===== src/rtl/core/ffbpa_pkg.sv =====
// ----------------------------------------------------------------------------
// ffbpa_pkg
// Shared types and constants of the first-fit byte pool allocator.
// ----------------------------------------------------------------------------
`default_nettype none

package ffbpa_pkg;

  // Request kinds carried in tuser.
  localparam logic CMD_ALLOC = 1'b0;
  localparam logic CMD_FREE  = 1'b1;

  // Layout of the in-band headers.
  localparam int unsigned PIECE_MAX  = 127;
  localparam int unsigned MAX_PIECES = 126;
  localparam logic [7:0]  FREE_BYTE  = 8'hFF;
  localparam int unsigned HEAD_AT    = 2;

  // Reciprocal of the piece size: (x * PIECE_RECIP) >> PIECE_SHIFT equals
  // x / PIECE_MAX for every 16-bit x.
  localparam int unsigned PIECE_RECIP = 66053;
  localparam int unsigned PIECE_SHIFT = 23;

  typedef enum logic [2:0] {
    ST_OK       = 3'd0,
    ST_ZERO     = 3'd1,
    ST_NOMEM    = 3'd2,
    ST_NOTALLOC = 3'd3,
    ST_DOUBLE   = 3'd4
  } status_e;

  // Micro-operations the controller hands to the datapath.
  typedef enum logic [4:0] {
    OP_NONE, OP_LOAD, OP_SWEEP, OP_PREP_DATA, OP_PREP_NODE, OP_DIV,
    OP_RD_POS, OP_RUN_FIRST, OP_RUN_STEP, OP_HDR_START,
    OP_HDR_ADV, OP_HDR_ACC, OP_HDR_JUMP, OP_WR_INIT, OP_WR_BYTE,
    OP_SAVE_D, OP_SLOT_INIT, OP_RD_SLOT, OP_SLOT_NEXT, OP_NODE_SET_LIVE,
    OP_NODE_KILL, OP_NODE_APPEND, OP_CLR_INIT, OP_CLR_TOTAL, OP_CLR_BACK,
    OP_CLR_ADD, OP_CLR_WR
  } dp_op_e;

  typedef enum logic [4:0] {
    S_SWEEP, S_IDLE, S_DISP, S_DIV, S_TEST, S_TESTW, S_RUN, S_RUNW,
    S_HDR, S_HDRW, S_WR, S_PLACED, S_ASRCH, S_ASRCHW, S_FSRCH, S_FSRCHW,
    S_CLRCHK, S_CLRT, S_CLRB, S_CLRA, S_CLRW, S_DONE
  } ctrl_state_e;

  typedef struct packed {
    dp_op_e  op;
    logic    set_st;
    status_e st;
    logic    emit;
  } dp_cmd_t;

  typedef struct packed {
    logic is_free;
    logic size_zero;
    logic sweep_last;
    logic pieces_ovf;
    logic pos_end;
    logic pos_next_end;
    logic byte_ff;
    logic run_hit;
    logic hdr_done;
    logic wr_last;
    logic slot_end;
    logic count_full;
    logic match_d;
    logic match_off;
    logic node_live;
    logic range_bad;
    logic idx_zero;
    logic byte_127;
    logic clr_last;
    logic out_busy;
  } dp_stat_t;

endpackage

`default_nettype wire


===== src/rtl/core/ffbpa_ctrl.sv =====
// ----------------------------------------------------------------------------
// ffbpa_ctrl
// Sequencer of the allocator: steps the datapath through the reset sweep,
// the first-fit scan, the node search and the block clearing.
// ----------------------------------------------------------------------------
`default_nettype none

module ffbpa_ctrl
  import ffbpa_pkg::*;
(
  input  wire logic     clk_i,
  input  wire logic     rst_ni,
  input  wire logic     in_valid_i,
  output logic          in_ready_o,
  input  wire dp_stat_t stat_i,
  output dp_cmd_t       cmd_o
);

  ctrl_state_e state_q, state_d;
  logic        node_q, node_d;

  // State register and the flag that marks a node block placement.
  always_ff @(posedge clk_i or negedge rst_ni) begin
    if (!rst_ni) begin
      state_q <= S_SWEEP;
      node_q  <= 1'b0;
    end else begin
      state_q <= state_d;
      node_q  <= node_d;
    end
  end

  // Next state and datapath commands.
  always_comb begin
    state_d    = state_q;
    node_d     = node_q;
    cmd_o      = '{op: OP_NONE, set_st: 1'b0, st: ST_OK, emit: 1'b0};
    in_ready_o = 1'b0;
    case (state_q)
      S_SWEEP: begin
        cmd_o.op = OP_SWEEP;
        if (stat_i.sweep_last) state_d = S_IDLE;
      end
      S_IDLE: begin
        in_ready_o = 1'b1;
        if (in_valid_i) begin
          cmd_o.op = OP_LOAD;
          state_d  = S_DISP;
        end
      end
      S_DISP: begin
        node_d = 1'b0;
        if (stat_i.is_free) begin
          cmd_o.op = OP_SLOT_INIT;
          state_d  = S_FSRCH;
        end else if (stat_i.size_zero) begin
          cmd_o.set_st = 1'b1;
          cmd_o.st     = ST_ZERO;
          state_d      = S_DONE;
        end else begin
          cmd_o.op = OP_PREP_DATA;
          state_d  = S_DIV;
        end
      end
      // Piece count and last size byte from the quotient by the piece size.
      S_DIV: begin
        if (stat_i.pieces_ovf) begin
          cmd_o.set_st = 1'b1;
          cmd_o.st     = ST_NOMEM;
          state_d      = node_q ? S_CLRCHK : S_DONE;
        end else begin
          cmd_o.op = OP_DIV;
          state_d  = S_TEST;
        end
      end
      S_TEST, S_RUN: begin
        if (stat_i.pos_end) begin
          cmd_o.set_st = 1'b1;
          cmd_o.st     = ST_NOMEM;
          state_d      = node_q ? S_CLRCHK : S_DONE;
        end else begin
          cmd_o.op = OP_RD_POS;
          state_d  = (state_q == S_TEST) ? S_TESTW : S_RUNW;
        end
      end
      S_TESTW: begin
        if (stat_i.byte_ff) begin
          cmd_o.op = OP_RUN_FIRST;
          state_d  = S_RUN;
        end else begin
          cmd_o.op = OP_HDR_START;
          state_d  = S_HDR;
        end
      end
      S_RUNW: begin
        if (stat_i.byte_ff && stat_i.run_hit) begin
          cmd_o.op = OP_WR_INIT;
          state_d  = S_WR;
        end else if (stat_i.byte_ff) begin
          cmd_o.op = OP_RUN_STEP;
          state_d  = S_RUN;
        end else begin
          cmd_o.op = OP_HDR_START;
          state_d  = S_HDR;
        end
      end
      // Walk the size bytes of a used block.
      S_HDR: begin
        if (stat_i.hdr_done) begin
          cmd_o.op = OP_HDR_JUMP;
          state_d  = S_TEST;
        end else if (stat_i.pos_next_end) begin
          cmd_o.set_st = 1'b1;
          cmd_o.st     = ST_NOMEM;
          state_d      = node_q ? S_CLRCHK : S_DONE;
        end else begin
          cmd_o.op = OP_HDR_ADV;
          state_d  = S_HDRW;
        end
      end
      S_HDRW: begin
        cmd_o.op = OP_HDR_ACC;
        state_d  = S_HDR;
      end
      S_WR: begin
        cmd_o.op = OP_WR_BYTE;
        if (stat_i.wr_last) state_d = S_PLACED;
      end
      S_PLACED: begin
        if (node_q) begin
          cmd_o.op     = OP_NODE_APPEND;
          cmd_o.set_st = 1'b1;
          cmd_o.st     = ST_OK;
          state_d      = S_DONE;
        end else begin
          cmd_o.op = OP_SAVE_D;
          state_d  = S_ASRCH;
        end
      end
      // Look for a node that already tracks the new address.
      S_ASRCH: begin
        if (stat_i.slot_end && stat_i.count_full) begin
          cmd_o.set_st = 1'b1;
          cmd_o.st     = ST_NOMEM;
          state_d      = S_CLRCHK;
        end else if (stat_i.slot_end) begin
          cmd_o.op = OP_PREP_NODE;
          node_d   = 1'b1;
          state_d  = S_DIV;
        end else begin
          cmd_o.op = OP_RD_SLOT;
          state_d  = S_ASRCHW;
        end
      end
      S_ASRCHW: begin
        if (stat_i.match_d) begin
          cmd_o.op     = OP_NODE_SET_LIVE;
          cmd_o.set_st = 1'b1;
          cmd_o.st     = ST_OK;
          state_d      = S_DONE;
        end else begin
          cmd_o.op = OP_SLOT_NEXT;
          state_d  = S_ASRCH;
        end
      end
      S_FSRCH: begin
        if (stat_i.slot_end) begin
          cmd_o.set_st = 1'b1;
          cmd_o.st     = ST_NOTALLOC;
          state_d      = S_DONE;
        end else begin
          cmd_o.op = OP_RD_SLOT;
          state_d  = S_FSRCHW;
        end
      end
      S_FSRCHW: begin
        cmd_o.set_st = stat_i.match_off;
        if (stat_i.match_off && !stat_i.node_live) begin
          cmd_o.st = ST_DOUBLE;
          state_d  = S_DONE;
        end else if (stat_i.match_off) begin
          cmd_o.op = OP_NODE_KILL;
          cmd_o.st = ST_OK;
          state_d  = S_CLRCHK;
        end else begin
          cmd_o.op = OP_SLOT_NEXT;
          state_d  = S_FSRCH;
        end
      end
      // Clear a block back to free bytes.
      S_CLRCHK: begin
        if (stat_i.range_bad) begin
          state_d = S_DONE;
        end else begin
          cmd_o.op = OP_CLR_INIT;
          state_d  = S_CLRT;
        end
      end
      S_CLRT: begin
        cmd_o.op = OP_CLR_TOTAL;
        state_d  = S_CLRB;
      end
      S_CLRB: begin
        if (stat_i.idx_zero) begin
          state_d = S_CLRW;
        end else begin
          cmd_o.op = OP_CLR_BACK;
          state_d  = S_CLRA;
        end
      end
      S_CLRA: begin
        cmd_o.op = OP_CLR_ADD;
        state_d  = stat_i.byte_127 ? S_CLRB : S_CLRW;
      end
      S_CLRW: begin
        cmd_o.op = OP_CLR_WR;
        if (stat_i.clr_last) state_d = S_DONE;
      end
      S_DONE: begin
        if (!stat_i.out_busy) begin
          cmd_o.emit = 1'b1;
          state_d    = S_IDLE;
        end
      end
      default: state_d = S_IDLE;
    endcase
  end

endmodule

`default_nettype wire


===== config.mk =====
export PLATFORM = sky130hd
export DESIGN_NAME = ffbpa_ctrl
export DESIGN_NICKNAME = d
export VERILOG_FILES = /design/src/rtl/core/ffbpa_pkg.sv /design/src/rtl/core/ffbpa_ctrl.sv
export SDC_FILE = /design/constraint.sdc
export NUM_CORES = 1
export LEC_CHECK = 0
export BUFFER_PORTS_ARGS = -buffer_cell sky130_fd_sc_hd__buf_4
export CAP_MARGIN = 20
export CORE_MARGIN = 5
export CORE_UTILIZATION = 41
export DETAILED_ROUTE_END_ITERATION = 12
export PLACE_DENSITY = 0.65
export SLEW_MARGIN = 20
export SYNTH_ARGS = -nofsm -noshare
export SYNTH_HDL_FRONTEND = slang
export SYNTH_SLANG_ARGS = --single-unit

===== constraint.sdc =====
create_clock -name clk_i -period 4.47 [get_ports clk_i]
set_input_delay 0.6705 -clock clk_i [delete_from_list [all_inputs] [get_ports clk_i]]
set_output_delay 0.6705 -clock clk_i [all_outputs]
set_load 0.02 [all_outputs]

==> qor.csv <==
metric,value,unit
status,"complete, no violations",
Post-Syn Area,0.00123,mm^2
Clock Latency Late Sink,240,ps
maximum clock rate,0.312,GHz
routing usage on met3,4.16,%
number of global-route vias before repair,1509,
Initial Utilization,41.4,%
clk_skew,0.998,ps
Rel. slew slack,27.3,%
CTS root buf,clkbuf_4,
critical path class,register to output port,
dominant synthesized flop cell,dfrtp_1,
number of synthesized flops with an enable pin,0,
Routed WL,4580,um
"flops & latches, synth",6,
drt pass-1 iters,5,
cell count after synthesis,198,
pin count of the biggest net entering global routing,38,
grt ovf,0,
first-pass GRT wire length,7460,um
Vias,1645,
GR Util met1,31.3,%
port bufs,33,
Top Ports,34,
nets,241,
number of remaining DRC errors,0,
share of layout cells above drive strength 1,17.1,%
CP Launch Type,register,
Mapped Nets,221,
die area,0.00421,mm^2
GP Congestion,0.983,
"CTS clk-pin slew, worst paths",40,ps
WL/cell,18.4,um
Die Wd,64.9,um
Post-CTS Hold Buffers,0,
Core ar.,0.00298,mm^2
"Seq/Total Area, Yosys",12.2,%
Post-Route Setup TNS,0,ps
Synth async-reset ratio,100,%
gr busiest metal,met2,
Unique masters post-synth,43,
Peak VDD IR,0.248,mV
"Req. time, crit path",3800,ps
Max clock buf depth,2,
fin crit share,71.8,%
DRT antenna net count,0,
worst-path maximum fanout,24,
Overall Global Routing Usage,22.4,%
CP endpoint kind,output port,
TritonCTS buffer count,3,
grt met2 use,34.9,%
Hold Fails Final Rpt,0,
final instance area,0.00146,mm^2
Starting DRT DRC Count,166,
syn avg cell area,6.23,um^2
final core utilization,49.1,%
pwr dens,617,mW/mm^2
H-tree depth,1,
Die Y,64.9,um
post-CTS sizing,0,
DP HPWL,3380,um
Sink Count,6,
Via density,6.61,
fin. max-slew vios,0,
initial antenna violation count,0,
Placement Cell Area,0.00144,mm^2
count of final setup violators,0,
Rows,20,
Leak,0.000584,uW
unrepaired setup endpoints after global routing,no,
Finished Layout Cells,249,
worst min path class,input pin to asynchronous set/reset pin,
placed insts,246,
Syn-to-layout area delta,18.5,%
ANT cells,0,
Tightest Pin Transition,1090,ps
Synth Warn #,0,
maxcap violations,0,
CTS tree,yes,
"Arr. time, crit path",2540,ps
Fill cells,289,
Final min period,3210,ps
reg2reg setup slack,1750,ps
Post CTS Setup Buffer Count,0,
[cell usage in the layout (no fill, tap or decap), drive strengths merged, types with 5 or more instances in the layout]
master,netlist,layout
nor2b,10,10
nor2,12,12
a31oi,5,5
inv,9,9
nor3,10,10
nand3,11,11
a32oi,6,6
buf,12,33
o21ai,20,20
dfrtp,6,6
nand2,27,27
nand2b,7,7
nand3b,5,5
a21oi,11,11
[path summary, 6_finish.rpt]
check,startpoint,endpoint,cells past startpoint
worst max-delay path,state_q[3],cmd_o[8],6
worst min-delay path,rst_ni,state_q[1],1
worst max register to register,state_q[0],state_q[2],5
worst min register to register,node_q,node_q,1
max in group asynchronous,rst_ni,state_q[0],1
min in group clk_i,node_q,node_q,1
[cell usage after synthesis, types with 6 or more instances]
| master | count | area, um^2 |
|---|---|---|
| nand2_1 | 27 | 101 |
| o21ai_0 | 20 | 100 |
| nor2_1 | 12 | 45.0 |
| a21oi_1 | 11 | 55.1 |
| nand3_1 | 11 | 55.1 |
| buf_2 | 10 | 50.1 |
| nor3_1 | 10 | 50.1 |
| inv_1 | 9 | 33.8 |
| nor2b_1 | 9 | 56.3 |
| nand2b_1 | 7 | 43.8 |
| a32oi_1 | 6 | 52.6 |
| clkbuf_1 | 6 | 22.5 |
| dfrtp_1 | 6 | 150 |
[power breakdown]
part / internal, uW / switching, uW / leakage (uW)
clock network: 30.2 / 17.3 / 0.0000138
logic: 270 / 345 / 0.000493
registers: 76.6 / 163 / 0.0000769
total: 377 / 525 / 0.000584
[kinds of logic after synthesis]
group / synth area share (%)
AO/OA/AOI/OAI: 37.0
flip-flops: 12.2
multiplexers: 0.811
AND/OR/NAND/NOR: 40.5
buffers and inverters: 9.53
[worst max-delay path, stage by stage, from the launching register on]
cell	delay [ps]
dfrtp_1	810
nor3b_1	640
o21ai_0	190
a211oi_1	280
a31oi_1	70
o21ai_0	130
buf_4	170
[metrics by stage]
| stage | total power, uW | worst slack [ps] | hold WS (ps) |
|---|---|---|---|
| final | 902 | 1260 | 230 |
| after global routing | 978 | 1050 | 211 |
| after CTS | 888 | 1340 | 225 |
| after detailed placement | 837 | 1600 | 481 |
| after global placement | 838 | 1630 | 477 |
| after floorplan | 644 | 1930 | 375 |
[sequential cells by signal, indices dropped and copies added (netlist names)]
register  flops
state_q       5
node_q        1
[layer usage]
layer	share of wire, %	vias up
met2	47	113
li1	-	782
met4	1.7	0
met1	41	740
met5	0	-
met3	11	10
[area by class of cell]
class / count / area [um^2] / area share, %
clock buffer: 3 / 22.5 / 1.54
tap: 33 / 41.3 / 2.83
timing repair buffer: 33 / 248 / 17.0
multi-input combinational: 165 / 966 / 66.1
inverter: 9 / 33.8 / 2.31
sequential: 6 / 150 / 10.3
(Power assumes the default switching activity.)
